===== src/hdl/owbm_pkg.sv =====
// Types, codes and constants shared by the one-wire bus master modules.
`timescale 1ns / 1ps
`default_nettype none

package owbm_pkg;

  localparam logic [1:0] OP_NONE  = 2'd0;
  localparam logic [1:0] OP_RESET = 2'd1;
  localparam logic [1:0] OP_WRITE = 2'd2;
  localparam logic [1:0] OP_READ  = 2'd3;

  localparam logic [3:0] PH_IDLE  = 4'd0;
  localparam logic [3:0] PH_PRE   = 4'd1;
  localparam logic [3:0] PH_RLOWP = 4'd2;
  localparam logic [3:0] PH_RREL  = 4'd3;
  localparam logic [3:0] PH_PWAIT = 4'd4;
  localparam logic [3:0] PH_PLOW  = 4'd5;
  localparam logic [3:0] PH_WLOW  = 4'd6;
  localparam logic [3:0] PH_WHIGH = 4'd7;
  localparam logic [3:0] PH_SLOW  = 4'd8;
  localparam logic [3:0] PH_SREL  = 4'd9;
  localparam logic [3:0] PH_STAIL = 4'd10;

  localparam logic [2:0] CFG_PRE_REL   = 3'd0;
  localparam logic [2:0] CFG_RST_LOW   = 3'd1;
  localparam logic [2:0] CFG_RST_REL   = 3'd2;
  localparam logic [2:0] CFG_PRES_WAIT = 3'd3;
  localparam logic [2:0] CFG_PRES_LOW  = 3'd4;
  localparam logic [2:0] CFG_SHORT_LOW = 3'd5;
  localparam logic [2:0] CFG_RD_SAMPLE = 3'd6;
  localparam logic [2:0] CFG_WR_SLOT   = 3'd7;

  localparam int unsigned CFG_IDX_W  = 3;
  localparam int unsigned CFG_DATA_W = 10;
  localparam logic [3:0]  BIT_LAST   = 4'd8;

  typedef struct packed {
    logic [9:0] pre_rel;
    logic [9:0] rst_low;
    logic [9:0] rst_rel;
    logic [9:0] pres_wait;
    logic [9:0] pres_low;
    logic [5:0] short_low;
    logic [5:0] rd_sample;
    logic [7:0] wr_slot;
  } owbm_cfg_t;

  localparam owbm_cfg_t CFG_RESET = '{
    pre_rel:   10'd50,
    rst_low:   10'd500,
    rst_rel:   10'd40,
    pres_wait: 10'd200,
    pres_low:  10'd240,
    short_low: 6'd2,
    rd_sample: 6'd12,
    wr_slot:   8'd60
  };

  typedef struct packed {
    logic [3:0] phase;
    logic [9:0] timer;
    logic [3:0] bcnt;
    logic [7:0] sbyte;
    logic       absent;
    logic [7:0] last_read;
  } owbm_state_t;

  typedef struct packed {
    logic       absent;
    logic [7:0] read_data;
    logic       done;
    logic       busy;
    logic       drive_low;
  } owbm_res_t;

  function automatic logic [9:0] at_least_one(input logic [9:0] v);
    return (v == 10'd0) ? 10'd1 : v;
  endfunction

endpackage

`default_nettype wire


===== src/hdl/owbm_step.sv =====
// Next-state and result logic for one microsecond tick of the bus master.
`timescale 1ns / 1ps
`default_nettype none

module owbm_step #(
  parameter int unsigned READ_TAIL_US = 50
) (
  input  owbm_pkg::owbm_cfg_t   cfg_i,
  input  owbm_pkg::owbm_state_t state_i,
  input  logic [1:0]            operation_i,
  input  logic [7:0]            write_data_i,
  input  logic                  line_level_i,
  output owbm_pkg::owbm_state_t state_o,
  output owbm_pkg::owbm_res_t   res_o
);
  import owbm_pkg::*;

  localparam logic [10:0] TailLim = 11'(READ_TAIL_US);

  owbm_state_t st;
  logic [10:0] inc;
  logic [9:0]  lim;
  logic        drive;
  logic        busy;
  logic        done;
  logic        nxt;

  always_comb begin
    st    = state_i;
    drive = 1'b0;
    busy  = 1'b0;
    done  = 1'b0;
    nxt   = 1'b0;
    lim   = '0;
    inc   = '0;

    if (st.phase == PH_IDLE) begin
      st.timer = '0;
      st.bcnt  = '0;
      case (operation_i)
        OP_RESET: begin
          st.phase = (cfg_i.pre_rel == 10'd0) ? PH_RLOWP : PH_PRE;
        end
        OP_WRITE: begin
          st.sbyte = write_data_i;
          st.phase = PH_WLOW;
        end
        OP_READ: begin
          st.sbyte = '0;
          st.phase = PH_SLOW;
        end
        default: ;
      endcase
    end

    if (st.phase != PH_IDLE) begin
      busy  = 1'b1;
      drive = (st.phase == PH_RLOWP) || (st.phase == PH_WLOW) || (st.phase == PH_SLOW);
      inc   = {1'b0, st.timer} + 11'd1;
      unique case (st.phase)
        PH_PRE: begin
          st.timer = inc[9:0];
          if (inc >= {1'b0, cfg_i.pre_rel}) begin
            st.phase = PH_RLOWP;
            nxt      = 1'b1;
          end
        end
        PH_RLOWP: begin
          st.timer = inc[9:0];
          if (inc >= {1'b0, at_least_one(cfg_i.rst_low)}) begin
            st.phase = (cfg_i.rst_rel == 10'd0) ? PH_PWAIT : PH_RREL;
            nxt      = 1'b1;
          end
        end
        PH_RREL: begin
          st.timer = inc[9:0];
          if (inc >= {1'b0, cfg_i.rst_rel}) begin
            st.phase = PH_PWAIT;
            nxt      = 1'b1;
          end
        end
        PH_PWAIT: begin
          if (st.timer >= cfg_i.pres_wait) begin
            st.absent = 1'b1;
            done      = 1'b1;
          end else if (line_level_i) begin
            st.timer = inc[9:0];
            if (inc >= {1'b0, cfg_i.pres_wait}) begin
              st.absent = 1'b1;
              done      = 1'b1;
            end
          end else begin
            st.phase = PH_PLOW;
            st.timer = 10'd1;
            if (cfg_i.pres_low <= 10'd1) begin
              st.absent = 1'b1;
              done      = 1'b1;
            end
          end
        end
        PH_PLOW: begin
          if (st.timer >= cfg_i.pres_low) begin
            st.absent = 1'b1;
            done      = 1'b1;
          end else if (line_level_i) begin
            st.absent = 1'b0;
            done      = 1'b1;
          end else begin
            st.timer = inc[9:0];
            if (inc >= {1'b0, cfg_i.pres_low}) begin
              st.absent = 1'b1;
              done      = 1'b1;
            end
          end
        end
        PH_WLOW: begin
          lim      = at_least_one(st.sbyte[0] ? 10'(cfg_i.short_low) : 10'(cfg_i.wr_slot));
          st.timer = inc[9:0];
          if (inc >= {1'b0, lim}) begin
            st.phase = PH_WHIGH;
            nxt      = 1'b1;
          end
        end
        PH_WHIGH: begin
          lim      = at_least_one(st.sbyte[0] ? 10'(cfg_i.wr_slot) : 10'(cfg_i.short_low));
          st.timer = inc[9:0];
          if (inc >= {1'b0, lim}) begin
            st.sbyte = {1'b0, st.sbyte[7:1]};
            st.bcnt  = st.bcnt + 4'd1;
            if (st.bcnt >= BIT_LAST) begin
              done = 1'b1;
            end else begin
              st.phase = PH_WLOW;
              nxt      = 1'b1;
            end
          end
        end
        PH_SLOW: begin
          st.timer = inc[9:0];
          if (inc >= {1'b0, at_least_one(10'(cfg_i.short_low))}) begin
            st.phase = PH_SREL;
            nxt      = 1'b1;
          end
        end
        PH_SREL: begin
          st.timer = inc[9:0];
          if (inc >= {1'b0, at_least_one(10'(cfg_i.rd_sample))}) begin
            st.phase = PH_STAIL;
            nxt      = 1'b1;
          end
        end
        PH_STAIL: begin
          if (st.timer == 10'd0) begin
            st.sbyte = {line_level_i, st.sbyte[7:1]};
          end
          st.timer = inc[9:0];
          if (inc >= TailLim) begin
            st.bcnt = st.bcnt + 4'd1;
            if (st.bcnt >= BIT_LAST) begin
              st.last_read = st.sbyte;
              done         = 1'b1;
            end else begin
              st.phase = PH_SLOW;
              nxt      = 1'b1;
            end
          end
        end
        default: begin
          done = 1'b1;
        end
      endcase
      if (nxt) begin
        st.timer = '0;
      end
      if (done) begin
        st.phase = PH_IDLE;
        st.timer = '0;
      end
    end
  end

  assign state_o = st;
  assign res_o   = '{
    absent:    st.absent,
    read_data: st.last_read,
    done:      done,
    busy:      busy,
    drive_low: drive
  };

endmodule

`default_nettype wire


===== src/hdl/one_wire_bus_master.sv =====
// One-wire bus master top level: stream ports, configuration registers, state and result register.
// The result of a tick is registered and appears on the output in the cycle after its input transfer.
// Throughput: one tick per cycle unless the output stalls; a new tick is taken while the output
// holds a result that is being taken in the same cycle.
// Reset: asynchronous, active low; phase idle, counters and flags zero, registers at defaults.
`timescale 1ns / 1ps
`default_nettype none

module one_wire_bus_master #(
  parameter int unsigned READ_TAIL_US = 50
) (
  input  logic        clk_i,
  input  logic        rst_ni,
  input  logic        s_axis_tvalid_i,
  output logic        s_axis_tready_o,
  input  logic [15:0] s_axis_tdata_i,  // write_data[7:0], line_level[8], zero pad
  input  logic [1:0]  s_axis_tuser_i,  // operation[1:0]
  output logic        m_axis_tvalid_o,
  input  logic        m_axis_tready_i,
  output logic [15:0] m_axis_tdata_o,  // drive_low[0], busy_res[1], done_res[2],
                                       // read_data[10:3], device_absent[11], zero pad
  input  logic        cfg_we_i,
  input  logic [owbm_pkg::CFG_IDX_W-1:0]  cfg_idx_i,
  input  logic [owbm_pkg::CFG_DATA_W-1:0] cfg_data_i
);
  import owbm_pkg::*;

  owbm_cfg_t   cfg_q;
  owbm_state_t state_q;
  owbm_state_t state_d;
  owbm_res_t   res_d;
  logic        m_valid_q;
  logic [15:0] m_data_q;
  logic        in_xfer;

  assign s_axis_tready_o = !m_valid_q || m_axis_tready_i;
  assign in_xfer         = s_axis_tvalid_i && s_axis_tready_o;

  owbm_step #(
    .READ_TAIL_US(READ_TAIL_US)
  ) u_step (
    .cfg_i       (cfg_q),
    .state_i     (state_q),
    .operation_i (s_axis_tuser_i),
    .write_data_i(s_axis_tdata_i[7:0]),
    .line_level_i(s_axis_tdata_i[8]),
    .state_o     (state_d),
    .res_o       (res_d)
  );

  always_ff @(posedge clk_i or negedge rst_ni) begin
    if (!rst_ni) begin
      cfg_q <= CFG_RESET;
    end else if (cfg_we_i) begin
      unique case (cfg_idx_i)
        CFG_PRE_REL:   cfg_q.pre_rel   <= cfg_data_i;
        CFG_RST_LOW:   cfg_q.rst_low   <= cfg_data_i;
        CFG_RST_REL:   cfg_q.rst_rel   <= cfg_data_i;
        CFG_PRES_WAIT: cfg_q.pres_wait <= cfg_data_i;
        CFG_PRES_LOW:  cfg_q.pres_low  <= cfg_data_i;
        CFG_SHORT_LOW: cfg_q.short_low <= cfg_data_i[5:0];
        CFG_RD_SAMPLE: cfg_q.rd_sample <= cfg_data_i[5:0];
        CFG_WR_SLOT:   cfg_q.wr_slot   <= cfg_data_i[7:0];
        default: ;
      endcase
    end
  end

  always_ff @(posedge clk_i or negedge rst_ni) begin
    if (!rst_ni) begin
      state_q   <= '0;
      m_valid_q <= 1'b0;
    end else begin
      if (in_xfer) begin
        state_q   <= state_d;
        m_valid_q <= 1'b1;
      end else if (m_axis_tready_i) begin
        m_valid_q <= 1'b0;
      end
    end
  end

  always_ff @(posedge clk_i) begin
    if (in_xfer) begin
      m_data_q <= {4'b0000, res_d};
    end
  end

  assign m_axis_tvalid_o = m_valid_q;
  assign m_axis_tdata_o  = m_data_q;

endmodule

`default_nettype wire


===== config.mk =====
export PLATFORM = sky130hd
export DESIGN_NAME = one_wire_bus_master
export DESIGN_NICKNAME = d
export VERILOG_FILES = /design/src/hdl/owbm_pkg.sv /design/src/hdl/owbm_step.sv /design/src/hdl/one_wire_bus_master.sv
export SDC_FILE = /design/constraint.sdc
export NUM_CORES = 1
export LEC_CHECK = 0
export ABC_AREA = 0
export BUFFER_PORTS_ARGS = -buffer_cell sky130_fd_sc_hd__buf_2
export CAP_MARGIN = 5
export CORE_ASPECT_RATIO = 2
export CORE_MARGIN = 3
export CORE_UTILIZATION = 30
export DETAILED_ROUTE_END_ITERATION = 8
export GPL_TIMING_DRIVEN = 0
export PLACE_DENSITY = 0.48
export SLEW_MARGIN = 5
export SYNTH_ARGS = -nofsm -noshare
export SYNTH_HDL_FRONTEND = slang
export SYNTH_SLANG_ARGS = --single-unit

===== constraint.sdc =====
create_clock -name clk_i -period 11.8 [get_ports clk_i]
set_clock_uncertainty 0.1 [all_clocks]
set_input_delay 1.77 -clock clk_i [delete_from_list [all_inputs] [get_ports clk_i]]
set_output_delay 1.77 -clock clk_i [all_outputs]
set_load 0.01 [all_outputs]

# [Word level (Yosys, flattened, before mapping)]
# Cells that the tools add are included.
# W data, S select, Z words.
[op_classes] reduce_logical=27 addsub=2 eq_ne=20 n_lt_le_gt_ge=14 n_mux=73
[op_table] op="$ge A11 B10 Y1" n=9
[op_table] op="$mux W10" n=7
[op_table] op="$logic_not A10 Y1" n=6
[op_table] op="$mux W4" n=12
[op_table] op="$mux W8" n=6
[op_table] op="$pmux W4 S9" n=1
[op_table] op="$mux W35" n=1
[op_table] op="$mux W1" n=31
[op_table] op="$pmux W10 S3" n=1
[op_table] op="$mux W14" n=2
[op_table] op="$mux W26" n=1
[op_table] op="$pmux W12 S2" n=1
[op_table] op="$ge A10 B10 Y1" n=2
[op_table] op="$eq A4 B3 Y1 const B" n=4
[op_table] op="$pmux W8 S2" n=1
[op_table] op="$reduce_and A2 Y1" n=8
[op_table] op="$eq A3 B3 Y1 const B" n=4
[op_table] op="$eq A4 B4 Y1 const B" n=3
[op_table] op="$logic_not A6 Y1" n=2
[op_table] op="$mux W12" n=1
[op_table] op="$mux W6" n=2
[op_table] op="$pmux W4 S3" n=1
[op_table] op="$add A10 B1 Y11 const B" n=1
[op_table] op="$ge A11 B6 Y1 const B" n=1
[op_table] op="other kinds (23)" n=28
[word_totals] inputBits=36 out_inout_bits=18 ff_bits=118 word_cells=153

# [Logic depth before layout (Yosys ltp)]
# Gate-level depths: netlist of run 1.
[logic_depth] depth_word=14 depth_mapped=24 ltp_nobuf=18

# [Hierarchy]
# Synthesis of run 1 repeated with hierarchy kept, for this count alone.
[unflattened] cells_unflattened=885 area_unflattened_um2=8974.9
[by_module_without_submodules] module="owbm_step" area_per_inst_um2=4545.6 cells_per_inst=633 seq_area_each_um2=0.0 instances=1
[by_module_without_submodules] module="one_wire_bus_master" area_per_inst_um2=4429.2 cells_per_inst=252 seq_area_each_um2=3044.2 instances=1

# [Least setup slack after synthesis of run 1]
# OpenSTA, ideal clock, no wires.
[synth_path] path_type="input -> register" from="input s_axis_tuser_i[1]" to="register state_q[27] (netlist name)" path_buffers=3 path_slack_ns=5.505 t_arrival_ns=6.131 setup_ns=0.064 cell_stages=19 cell_sequence="nor3b_1 > nand2_1 > a21oi_1 > clkbuf_1 > mux2i_1 > nand4_1 > o21ai_0 > ha_1 > nand2b_1 > a31oi_1 > o311a_1 > a211o_1 > buf_4 > a21boi_0 > o22ai_1 > or4_4 > buf_6 > o31ai_1 > a21o_1"
[synth_via] elab_chain_len=13
[synth_lines] item="start: declaration" line_no="one_wire_bus_master.sv:17" text="input logic [1:0] s_axis_tuser_i,"
[synth_lines] item="$eq A2 B2 Y1" line_no="owbm_step.sv:40" text="case (operation_i)"
[synth_lines] item="$pmux W8 S2" line_no="owbm_step.sv:40"
[synth_lines] item="$mux W26 (*)" line_no="owbm_step.sv:37" text="if (st.phase == PH_IDLE) begin"
[synth_lines] item="$mux W8, on equally long branches" line_no="owbm_step.sv:125, owbm_step.sv:117"
[synth_lines] item="$logic_not A10 Y1" line_no="owbm_pkg.sv:77" text="return (v == 10'd0) ? 10'd1 : v;"
[synth_lines] item="$mux W10" line_no="owbm_pkg.sv:77"
[synth_lines] item="$ge A11 B10 Y1, on equally long branches" line_no="owbm_step.sv:127, owbm_step.sv:119"
[synth_lines] item="$mux W1, on equally long branches" line_no="owbm_step.sv:127, owbm_step.sv:119"
[synth_lines] item="$pmux W1 S8" line_no="owbm_step.sv:60" text="unique case (st.phase)"
[synth_lines] item="$mux W1" line_no="owbm_step.sv:56" text="if (st.phase != PH_IDLE) begin"
[synth_lines] item="$mux W10" line_no="owbm_step.sv:172" text="if (nxt) begin"
[synth_lines] item="$mux W14" line_no="owbm_step.sv:175" text="if (done) begin"
[synth_lines] item="$mux W35 (*)" line_no="owbm_step.sv:56"
[synth_lines] item="end signal: assignment" line_no="one_wire_bus_master.sv:75" text="state_q <= state_d;"
[synth_lines] item="end: declaration" line_no="one_wire_bus_master.sv:29" text="owbm_state_t state_q;"
# Every way passes the cells marked *; elsewhere a longest branch is shown, timed or not. The select of a mux whose other input is x is not followed.
# A chain may end at the register's enable or synchronous reset.

# [Worst setup path in the final report of run 1]
# Ends and elaborated chain as after synthesis.

==> results of run 1 <==
critical path: stages:
cell      delay (ps)
buf_2            160
nor3b_1          500
nand2_1          320
a21oi_1          830
clkbuf_1         540
mux2i_1          380
nand3_1          110
o21ai_0          200
ha_1             260
nand2b_1         140
a31oi_1          200
o311a_1          300
a211o_1          180
buf_4            180
a21boi_0         310
o22ai_1          140
or4_4            460
buf_6            170
o31ai_1          230
a21o_1           150
cell usage in the layout (no fill, tap or decap), types with 12 or more instances in the layout:
| cell | netlist | layout |
|---|---|---|
| edfxtp_1 | 12 | 12 |
| a21oi_1 | 53 | 53 |
| clkbuf_16 | 0 | 17 |
| inv_1 | 74 | 74 |
| nand4_1 | 13 | 13 |
| a211oi_1 | 13 | 13 |
| nand2_1 | 123 | 123 |
| clkbuf_1 | 26 | 30 |
| dfstp_2 | 25 | 25 |
| nor2_1 | 51 | 51 |
| dfrtp_1 | 81 | 81 |
| a21o_1 | 12 | 12 |
| and2_1 | 14 | 14 |
| o21ai_0 | 75 | 75 |
| nand3_1 | 21 | 21 |
| buf_2 | 9 | 45 |
| mux2i_1 | 20 | 20 |
| nor3_1 | 17 | 16 |
| ha_1 | 103 | 103 |
| mux2_2 | 45 | 45 |
sequential cells by signal, summed over array words and instances, names as in the netlist:
name	cells
cfg_q	70
state_q	35
m_axis_tdata_o	12
m_axis_tvalid_o	1
cell families after synthesis:
family / after synthesis
adders and majority gates: 103
other: 1
AOI/OAI and AO/OA: 219
DFF: 118
buffers and inverters: 116
muxes: 65
xor gates and xnor gates: 7
and+or+nand+nor: 308
worst paths after layout:
check,depth (start not counted),slack (ps),endpoint
setup / recovery,20,4530,state_q[27]
hold / removal,2,370,state_q[4]
setup reg to reg,24,4750,state_q[27]
hold reg to reg,2,370,state_q[4]
max in group asynchronous,2,9700,cfg_q[61]
min in group asynchronous,1,1150,cfg_q[20]
synth_stat cells, types with 4 or more instances:
library cell	n	area (µm²)
nand2_1	123	462
ha_1	103	1290
dfrtp_1	81	2030
o21ai_0	75	375
inv_1	74	278
a21oi_1	53	265
nor2_1	51	191
mux2_2	45	507
clkbuf_1	26	97.6
dfstp_2	25	657
nand3_1	21	105
mux2i_1	20	200
nor3_1	17	85.1
and2_1	14	87.6
a211oi_1	13	97.6
nand4_1	13	81.3
a21o_1	12	90.1
edfxtp_1	12	360
nor3b_1	11	82.6
nand2b_1	10	62.6
buf_2	9	45.0
nor4_1	9	56.3
o31ai_1	9	67.6
or4_1	7	52.6
buf_4	5	37.5
o22ai_1	5	31.3
a2111oi_0	4	35.0
a22o_1	4	35.0
a31o_2	4	35.0
nor2b_1	4	25.0
xnor2_1	4	35.0
metal layers:
metal / vias up / routed length, µm
met5: - / 0
met2: 137 / 15500
met3: 58 / 741
met1: 3433 / 9400
met4: 0 / 1390
li1: 3506 / -
cell type report:
cell class	count	area [µm²]	share of cell area (%)
buffer	41	191	1.95
clock buffer	24	482	4.92
clock inverter	8	76.3	0.779
inverter	75	282	2.87
multi-input combinational	706	5050	51.6
sequential	118	3040	31.1
tap	352	440	4.49
timing repair buffer	39	230	2.35
report_power, final:
part           switching (W)  internal, W
Sequential         0.0000487     0.000503
Clock               0.000195     0.000305
Combinational       0.000512     0.000307
metrics by stage:
stage,instance area (µm²),worst slack [ps]
after floorplan,8550,5510
after global placement,9180,4170
after detailed placement,9240,4090
after CTS,9800,4530
after global routing,9800,3990
final,9800,4530
==> results.md, run 1 <==
- The width of the chip is 125 µm.
- During placement, the flow inserted port buffers numbering 37.
- Detailed placement ended at an HPWL of 21300 µm.
- After synthesis, the netlist uses 74 different library cells.
- Across every metal layer, demand over resource in global routing totals 18.0%.
- The count of antenna-violating nets left after detailed routing is 0.
- The clock passes through at most 2 buffers.
- The mux share of post-synthesis cell area is 8.27%.
- The Yosys step of the flow raised 0 warnings.
- The standard cell core area is 0.0278 mm².
- The final critical path time including I/O delays and setup is 7270 ps.
- The die covers 0.0307 mm².
- Derived from the worst setup path, the maximum achievable clock frequency is 0.138 GHz.
- The launch point of the worst hold path is state_q[4].
- At the worst endpoint, the required time is 12070 ps.
- The path type of the worst setup path is in2reg.
- The insertion delay of the later-clocked pin in the worst-skew pair is 430 ps.
- Using the TritonRoute via totals, the vias-per-cell ratio works out to 5.23.
- After layout, the design draws a total of 0.00187 W.
- Summing over every cut layer, the via total after detailed routing is 7134.
- Of the total synthesized cell area, the portion taken by AND, OR, NAND and NOR gates is 18.1%.
- Summed over all layers, the routed wires come to 27100 µm.
- The critical path endpoint category is a flop.
- The CTS sink count is 118.
- The effective utilization at floorplan is 30.8%.
- Including well taps, the total number of placed cells is 1331.
- Summing the areas of all compound-gate instances in the mapped netlist gives 16.6% of the synthesized area.
- The iteration-0 DRC count of the detailed router is 266.
- The H-tree was split into 4 levels.
- In this run the clock root is driven by a clkbuf_16.
- The initialized floorplan defines 86 standard-cell rows.
- The global-route track usage on met2 is 36.0%.
- Entering global routing, the biggest net connects 68 pins.
- The normalized max-slew margin is 17.0%.
- The post-route netlist has 17.4% of its cells at a drive strength greater than 1.
- The slew at the pin closest to its max-slew limit is 1240 ps.
- Global routing consumed, on the met3 layer, 2.83% of the routing resources.
- The launching point of the worst reg2reg path is state_q[34].
- In this run the worst path has a maximum fanout of 10.
- The count of final hold-check violations was 0.
- The synthesis-stage register bit count is 118.
- Summing the sequential cell areas from Yosys gives 35.6% of the chip area.
- The final cell utilization of the core is 35.3%.
- The run finished with clean final reports.
- The number of endpoints failing setup at the final stage is 0.
- The pre-antenna-repair detailed-routing pass consisted of 6 iterations.
- The total overflow left after global routing is 0.
- The mean instance size in the synthesized netlist is 9.12 µm².
- At the end of routability-driven placement, the weighted congestion stood at 0.913.
- The launching element of the worst setup path is s_axis_tuser_i[1].
- Across the run, the number of max-cap violations was 0.
- The most used flip-flop cell after synthesis is dfrtp_1.
- The final clock period utilization by the worst path is 61.6%.
- The synthesized netlist devotes 0.718% of its cell area to XOR and XNOR gates.
- 0 antenna diodes ended up in the layout.
- The min-delay analysis places its worst path in the category reg2reg.
- The average wire length per cell after detail routing is 19.8 µm.
- The sort of element at the start of the critical path is an input pin.
- In the final design database the tool counted 1137 nets.
- The synthesized netlist devotes 15.1% of its cell area to adder and majority cells.
- The number of clock buffers added by TritonCTS is 17.
- The non-filler instance count after layout is 1363.
- The met1 track demand over resource is 17.2%.
- The worst-case IR drop observed on VDD is 0.106 mV.
- After clock tree synthesis, the setup repair step added 0 buffers.
- In this run the static leakage power is 4.58 nW.
- The accumulated negative setup slack is 0 ps.
- The number of pins with negative max-slew slack in the final report is 0.
- The signal arrival time at the worst endpoint is 7540 ps.
- The clock-pin slew on the worst setup and hold paths is 60 ps.
- TritonCTS built the clock tree.
- The first global-routing pass estimated 42000 µm of wire.
- The number of global-route vias before repair is 7406.
- The synthesized instance count is 937.
- The number of buffers added to fix hold violations after cts is 0.
- The number of antenna violations at the first check in global routing came to 0.
- The fraction of synthesis flops using an asynchronous set or reset pin is 89.8%.
- After clock tree synthesis, the repair step resized 0 gates.
- Setup repair after global routing left no endpoint under its margin.
- The most used routing layer in global routing is met2.
- The I/O pin total is 54.
- The layout-stage area growth over the synthesis result is 14.7%.
- The post-detailed-route DRC marker count is 0.
- Yosys mapped a number of flops with a built-in enable equal to 12.
- The worst hold slack across all endpoints is 371 ps.
- After synthesis the cells add up to 0.00854 mm².
- By area, the combinational part of the netlist is dominated by simple AND/OR/NAND/NOR gates.
- The floorplan die height is 245 µm.
- The cell area power density is 191 mW/mm².
- The layout has 2938 filler cells.
(Power assumes the default switching activity.)
==> run 2: changes to the inputs <==
- PLACE_DENSITY: 0.48 -> 0.5
- clock period: 11.8 -> 6 ns (I/O delays scaled with it)
==> run 2 against run 1 <==
Net effect: sequential cell count unchanged; critical path depth unchanged; die area unchanged; global-route usage decreased by 0.52 points; clock power increased by 100%; combinational power increased by 100%; routed wire length decreased by 1.7%; register-to-register slack got worse by 4400 ps; sequential power increased by 97%; first-iteration DRC count decreased by 11%.
==> results.md, run 2 (synthesis results as in run 1) <==
- The signal arrival time at the worst endpoint is 5910 ps (-1630 ps).
- The normalized max-slew margin is 12.0% (-5.0 points).
- The post-detailed-route DRC marker count was 0 (unchanged).
- The global placement routability congestion is 0.932 (+2.1%).
- The terminus of the critical flop-to-flop path is state_q[28].
- The global-route wire length before repair is 41100 µm (-2.2%).
- The final clock period utilization by the worst path is 94.1%.
- The worst path required time is 6270 ps (-5800 ps).
- The routed via count is 7128 (-0.084%).
- The reg2reg setup slack was 360 ps (-4390 ps).
- The leftover overflow at the end of global routing came to 0 (unchanged).
- The count of fill cells added during filler insertion came to 2918 (-0.68%).
- The worst-path maximum fanout is 10 (unchanged).
- The average wire length per cell after detail routing is 19.4 µm (-2.3%).
- The path class of the tightest hold or removal check is in2async.
- The count of antenna-violating nets left after detailed routing is 0 (unchanged).
- The iteration-0 DRC count of the detailed router is 237 (-11%).
- The cell total after placement is 1331 (unchanged).
- The I/O pin total is 54 (unchanged).
- The number of buffers on the longest clock path is 2 (unchanged).
- The effective utilization at floorplan came to 30.8% (unchanged).
- The clock buffer count from CTS is 17 (unchanged).
- The clock tree root driver cell is clkbuf_16.
- The die area is 0.0307 mm² (unchanged).
- The depth of the worst register-to-register path came to 20 (-17%).
- The cell area power density is 378 mW/mm² (+98%).
- The count of buffers from port buffering is 37 (unchanged).
- The number of antenna violations at the first check in global routing is 0 (unchanged).
- By startpoint and endpoint, the worst setup path is classified as reg2reg.
- The number of inserted diodes came to 0 (unchanged).
- The standard cell core area is 0.0278 mm² (unchanged).
- The highest clock rate is 0.177 GHz.
- TritonCTS built the clock tree.
- The number of detailed-route iterations in the first pass is 5 (-1).
- The clock-pin slew on the worst setup and hold paths is 60 ps (about the same).
- The floorplan die height is 245 µm (unchanged).
- Counting I/O delays and the setup requirement, the final critical path takes 5640 ps.
- In the layout the commonest cells are nand2_1 (122), ha_1 (103), dfrtp_1 (81).
- The total wire length after detailed routing is 26600 µm (-1.7%).
- More flip-flops sit in one register than any other, and that register is cfg_q.
- The number of vias per cell came to 5.20 (-0.67%).
- The detailed placement HPWL was 21000 µm (-1.2%).
- The layout-stage area growth over the synthesis result is 16.3%.
- The non-filler instance count after layout was 1371 (+0.59%).
- The number of endpoints failing setup at the final stage is 0 (unchanged).
- The number of global-route vias before repair is 7334 (-0.97%).
- The count of final hold-check violations is 0 (unchanged).
- The insertion delay of the later-clocked pin in the worst-skew pair is 430 ps (about the same).
- The width of the chip is 125 µm (unchanged).
- The maximum level of the CTS H-tree was 4 (unchanged).
- The CTS sink count is 118 (unchanged).
- The worst hold slack across all endpoints is 277 ps (-94.1 ps).
- The overall power consumption is 0.00375 W (+100%).
- The worst voltage drop across the vdd grid is 0.202 mV (+90%).
- Setup repair after global routing left no endpoint under its margin.
- The pin count of the biggest net entering global routing is 71 (+4.4%).
- The number of violations of the max-capacitance limit is 0 (unchanged).
- The most common cell after layout, fill and taps aside is nand2_1.
- The sort of element at the start of the critical path is a flop.
- The critical path endpoint category is a flop.
- The count of standard-cell rows is 86 (unchanged).
- The slew at the pin closest to its max-slew limit is 1320 ps (+75.4 ps).
- The number of pins with negative max-slew slack in the final report came to 0 (unchanged).
- The leakage dissipation is 4.64 nW (+1.2%).
- The global-route usage over all layers is 17.5% (-0.52 points).
- In this run the critical register-to-register path is launched from state_q[31].
- The share of layout cells above drive strength 1 is 19.3% (+1.9 points).
- The run finished with clean final reports.
- The net count reported at finish is 1145 (+0.70%).
- The flip-flop count of the largest register after layout was 70 (unchanged).
==> run 2: critical path, stage by stage (launching register included) <==
cell and delay [ps]:
dfrtp_1 420, or4_4 640, clkbuf_2 240, nand2_2 230, clkinvlp_4 130, ha_1 190, buf_2 180, nand4_2 140
nor2_1 120, mux2i_4 270, inv_1 210, ha_1 360, a21oi_1 150, o21ai_0 90, or4_4 430, o31ai_4 260
nand4b_2 250, or4_4 620, buf_6 170, o31ai_1 220, a21o_1 140
==> run 2: final cells by class <==
cell class	instances	area (µm²)	share of cell area, %
plain buffers	39	185	1.86
clock buffers	20	447	4.50
clock inverters	12	128	1.28
inverters	75	289	2.91
multi-input cells	706	5100	51.3
flip-flops and latches	118	3040	30.6
well taps	352	440	4.43
repair buffers	49	303	3.05
==> run 2: metal layers <==
layer / GRT usage (%) / share of wire (%) / up-vias
met3: 2.33 / 2.5 / 66
met2: 34.5 / 56 / 141
met5: 0 / 0 / -
li1: - / - / 3511
met1: 16.9 / 35 / 3410
met4: 10.4 / 6.0 / 0
==> run 2: power breakdown <==
part / internal (W) / switching [W]
registers: 0.000989 / 0.0000996
clock network: 0.000620 / 0.000384
logic: 0.000632 / 0.00103
==> run 2: how the worst max path moves through the flow <==
| stage | endpoint | start | slack, ps |
|---|---|---|---|
| 2_1_floorplan | state_q[27] | s_axis_tuser_i[1] | 580 |
| 3_3_place_gp | state_q[27] | state_q[31] | -1400 |
| 3_5_place_dp | state_q[28] | state_q[34] | -1070 |
| 4_1_cts | state_q[28] | state_q[31] | 50 |
| 5_1_grt | state_q[27] | state_q[31] | 20 |
| 6_report | state_q[28] | state_q[31] | 360 |
==> run 2: stage by stage <==
stage	setup TNS, ps	instance area (µm²)	utilization (%)	worst slack [ps]
after floorplan	0	8550	-	575
after global placement	-22170	9180	33.1	-1400
after detailed placement	-15630	9240	33.3	-1070
after CTS	0	9840	35.5	49.0
after global routing	0	9930	35.8	20.6
final	0	9930	35.8	355
==> run 2: what timing repair did <==
action	in CTS	in global routing
endpoints found under the setup margin	29	10
gates resized for setup	7	5
buffers inserted	1	8
cloned	0	0
pin swaps	0	1
hold buffers	0	0
==> run 3: changes to the inputs <==
--- a/config.mk
+++ b/config.mk
@@ -15,4 +15,5 @@
 export GPL_TIMING_DRIVEN = 0
 export PLACE_DENSITY = 0.5
+export RECOVER_POWER = 25
 export SLEW_MARGIN = 5
 export SYNTH_ARGS = -nofsm -noshare
==> constraint.sdc (replaced) <==
create_clock -name clk_i -period 6 [get_ports clk_i]
set_clock_uncertainty 0.1 [all_clocks]
set_input_delay 1.2 -clock clk_i [delete_from_list [all_inputs] [get_ports clk_i]]
set_output_delay 1.2 -clock clk_i [all_outputs]
set_load 0.01 [all_outputs]
==> run 3 against run 2 <==
Net effect: the run now ends with capacitance limit, slew limit left; die area is the same; final area is essentially flat; clock-buffer cell count unchanged; setup slack lost 10 ps; sequential power is essentially flat; sequential share of layout area barely moved; sequential cell count stayed put; routed wire length increased by 0.27%; register-to-register slack about the same; via count rose by 0.63%; combinational power about the same; largest cell class unchanged.
==> results.md, run 3 (synthesis results as in run 1) <==
- The number of detailed-route iterations in the first pass is 5 (unchanged).
- The path type of the worst setup path is reg2reg.
- The effective utilization at floorplan is 30.8% (unchanged).
- The leftover overflow at the end of global routing is 0 (unchanged).
- The area of all sequential standard cells came to 0.00304 mm² (unchanged).
- The number of pins with negative max-slew slack in the final report came to 109 (+109).
- The number of global-route vias before repair was 7349 (+0.20%).
- The number of inserted diodes came to 0 (unchanged).
- The number of buffers added to fix hold violations after cts is 0 (unchanged).
- The pin count of the biggest net entering global routing is 71 (unchanged).
- The critical path endpoint category is a flop.
- The leakage dissipation is 4.65 nW (+0.17%).
- The width of the chip is 125 µm (unchanged).
- The normalized max-slew margin came to -46.2% (-58 points).
- The final clock period utilization by the worst path came to 94.2% (+0.17 points).
- The worst path required time is 6270 ps (about the same).
- The layout-stage area growth over the synthesis result was 16.3% (about the same).
- Setup repair after global routing left no endpoint under its margin.
- The standard cell core area is 0.0278 mm² (unchanged).
- The worst setup path is launched from a flop.
- The combinational cell fraction of total power is 44.4% (+0.2 points).
- The average wire length per cell after detail routing is 19.4 µm (about the same).
- The overall power consumption is 0.00377 W (+0.40%).
- The cell family contributing the most delay on the critical path is simple AND/OR/NAND/NOR gates.
- The detailed placement HPWL is 21000 µm (unchanged).
- The count of standard-cell rows was 86 (unchanged).
- The iteration-0 DRC count of the detailed router is 258 (+8.9%).
- The signal arrival time at the worst endpoint is 5920 ps (about the same).
- The clock network fraction of total power is 26.7% (about the same).
- The number of antenna violations at the first check in global routing came to 0 (unchanged).
- The fraction of power consumed by sequential logic came to 28.9% (about the same).
- The insertion delay of the later-clocked pin in the worst-skew pair was 430 ps (about the same).
- The fraction of power spent switching nets came to 40.3% (+0.048 points).
- The count of final hold-check violations is 0 (unchanged).
- The net count reported at finish came to 1148 (+0.26%).
- The share of layout cells above drive strength 1 was 19.9% (+0.53 points).
- The slew at the pin closest to its max-slew limit is 2190 ps (+878 ps).
- The clock buffer count from CTS came to 17 (unchanged).
- The final reports fail on capacitance limit, slew limit.
- The cell area power density is 379 mW/mm² (+0.34%).
- The floorplan die height is 245 µm (unchanged).
- The worst-path maximum fanout is 10 (unchanged).
- The number of endpoints failing setup at the final stage is 0 (unchanged).
- The highest clock rate came to 0.177 GHz (-0.18%).
- The routed via count came to 7173 (+0.63%).
- The count of fill cells added during filler insertion is 2914 (-0.14%).
- The slowest cell on the critical path is or4_4.
- The register bank with the most flops is cfg_q.
- The net load switching power is 0.00152 W (+0.52%).
- The global placement routability congestion is 0.932 (unchanged).
- The post-detailed-route DRC marker count is 0 (unchanged).
- The most common cell after layout, fill and taps aside is nand2_1.
- The buffers plus inverters on the worst setup path is 5 (unchanged).
- The placed standard-cell area is 0.00924 mm² (unchanged).
- The min-delay analysis places its worst path in the category reg2reg.
- TritonCTS built the clock tree.
- The cell total after placement is 1331 (unchanged).
- The number of buffers on the longest clock path is 2 (unchanged).
- The library cell appearing most often on the critical path is or4_4.
- The number of vias per cell is 5.22 (+0.41%).
- The CTS sink count is 118 (unchanged).
- The global-route usage over all layers came to 17.5% (+0.032 points).
- The non-filler instance count after layout came to 1374 (+0.22%).
- The I/O pin total is 54 (unchanged).
- The delay contributed by the slowest stage of the critical path is 640 ps (about the same).
- Traced cell by cell, the critical path runs through or4_4 > clkbuf_2 > nand2_2 > clkinvlp_4 > ha_1 > buf_2 > nand4_2 > nor2_1 > mux2i_4 > inv_1 > ha_1 > a21oi_1 > o21ai_0 > or4_4 > o31ai_4 > nand4b_2 > or4_4 > buf_6 > o31ai_1 > a21o_1.
- The final design instance area without fill is 0.00994 mm² (about the same).
- The number of violations of the max-capacitance limit is 2 (+2).
- The clock-pin slew on the worst setup and hold paths is 60 ps (about the same).
- The maximum level of the CTS H-tree was 4 (unchanged).
- The internal power is 0.00225 W (+0.32%).
- The count of buffers from port buffering came to 37 (unchanged).
- The tree is rooted in a clkbuf_16.
- In the layout the commonest cells are nand2_1 (121), ha_1 (103), dfrtp_1 (81).
- The die area is 0.0307 mm² (unchanged).
- The flow ran to the end, but the final reports show violations.
- The final critical path time including I/O delays and setup is 5650 ps (+10.1 ps).
- The count of antenna-violating nets left after detailed routing came to 0 (unchanged).
- The total wire length after detailed routing is 26700 µm (+0.27%).
- The total area of multi-input combinational cells is 0.00511 mm² (+0.27%).
- The worst voltage drop across the vdd grid is 0.204 mV (+0.81%).
- The global-route wire length before repair is 41200 µm (+0.22%).
- The flip-flop count of the largest register after layout was 70 (unchanged).
[run 3: worst paths after layout]
check                            startpoint          end  slack [ps]  cells past startpoint
min in group asynchronous            rst_ni    cfg_q[21]        1310                      1
worst max-delay path            state_q[31]  state_q[28]         350                     20
worst min-delay path             state_q[3]   state_q[3]         370                      2
worst max register to register  state_q[31]  state_q[28]         350                     20
max in group asynchronous            rst_ni   state_q[1]        1760                      2
worst min register to register   state_q[3]   state_q[3]         370                      2
[run 3: what timing repair did]
action / in CTS / in global routing
pin swaps: 0 / 1
setup endpoints to repair: 29 / 10
buffers inserted: 1 / 10
resized for setup: 9 / 11
[run 3: worst register-to-register path, cell delays in order, from the launching register on]
cell	delay (ps)
dfrtp_1	420
or4_4	640
clkbuf_2	240
nand2_2	230
clkinvlp_4	130
ha_1	190
buf_2	180
nand4_2	150
nor2_1	120
mux2i_4	270
inv_1	210
ha_1	350
a21oi_1	150
o21ai_0	90
or4_4	430
o31ai_4	260
nand4b_2	260
or4_4	630
buf_6	170
o31ai_1	220
a21o_1	140
[run 3: final cells by class]
class | instances | area share [%]
sequential | 118 | 30.6
tap | 352 | 4.43
clock buffer | 20 | 4.49
timing repair buffer | 51 | 2.90
clock inverter | 12 | 1.28
inverter | 75 | 2.91
buffer | 40 | 1.94
multi-input combinational | 706 | 51.4
[run 3: metal layers]
layer / routed length, µm / GRT usage (%) / up-vias
met5: 0 / 0 / -
met4: 1650 / 10.4 / 0
met3: 656 / 2.33 / 69
met2: 14900 / 34.5 / 144
met1: 9400 / 17.0 / 3438
li1: - / - / 3522
[run 3: power by group through the flow]
stage / Clock, W / Sequential, W / Combinational (W)
after floorplan: 0 / 0.00107 / 0.00111
after global placement: 0 / 0.00110 / 0.00159
after detailed placement: 0 / 0.00110 / 0.00164
after CTS: 0.00103 / 0.00109 / 0.00166
after global routing: 0.00106 / 0.00111 / 0.00187
final: 0.00100 / 0.00109 / 0.00167
[run 3: metrics by stage]
step / utilization [%] / hold slack, ps / setup slack, ps / setup TNS (ps)
after floorplan: - / 340 / 275 / 0
after global placement: 33.1 / 352 / -1400 / -22850
after detailed placement: 33.3 / 360 / -1200 / -18510
after CTS: 35.5 / 375 / 20.1 / 0
after global routing: 35.8 / 385 / 12.3 / 0
final: 35.8 / 369 / 345 / 0
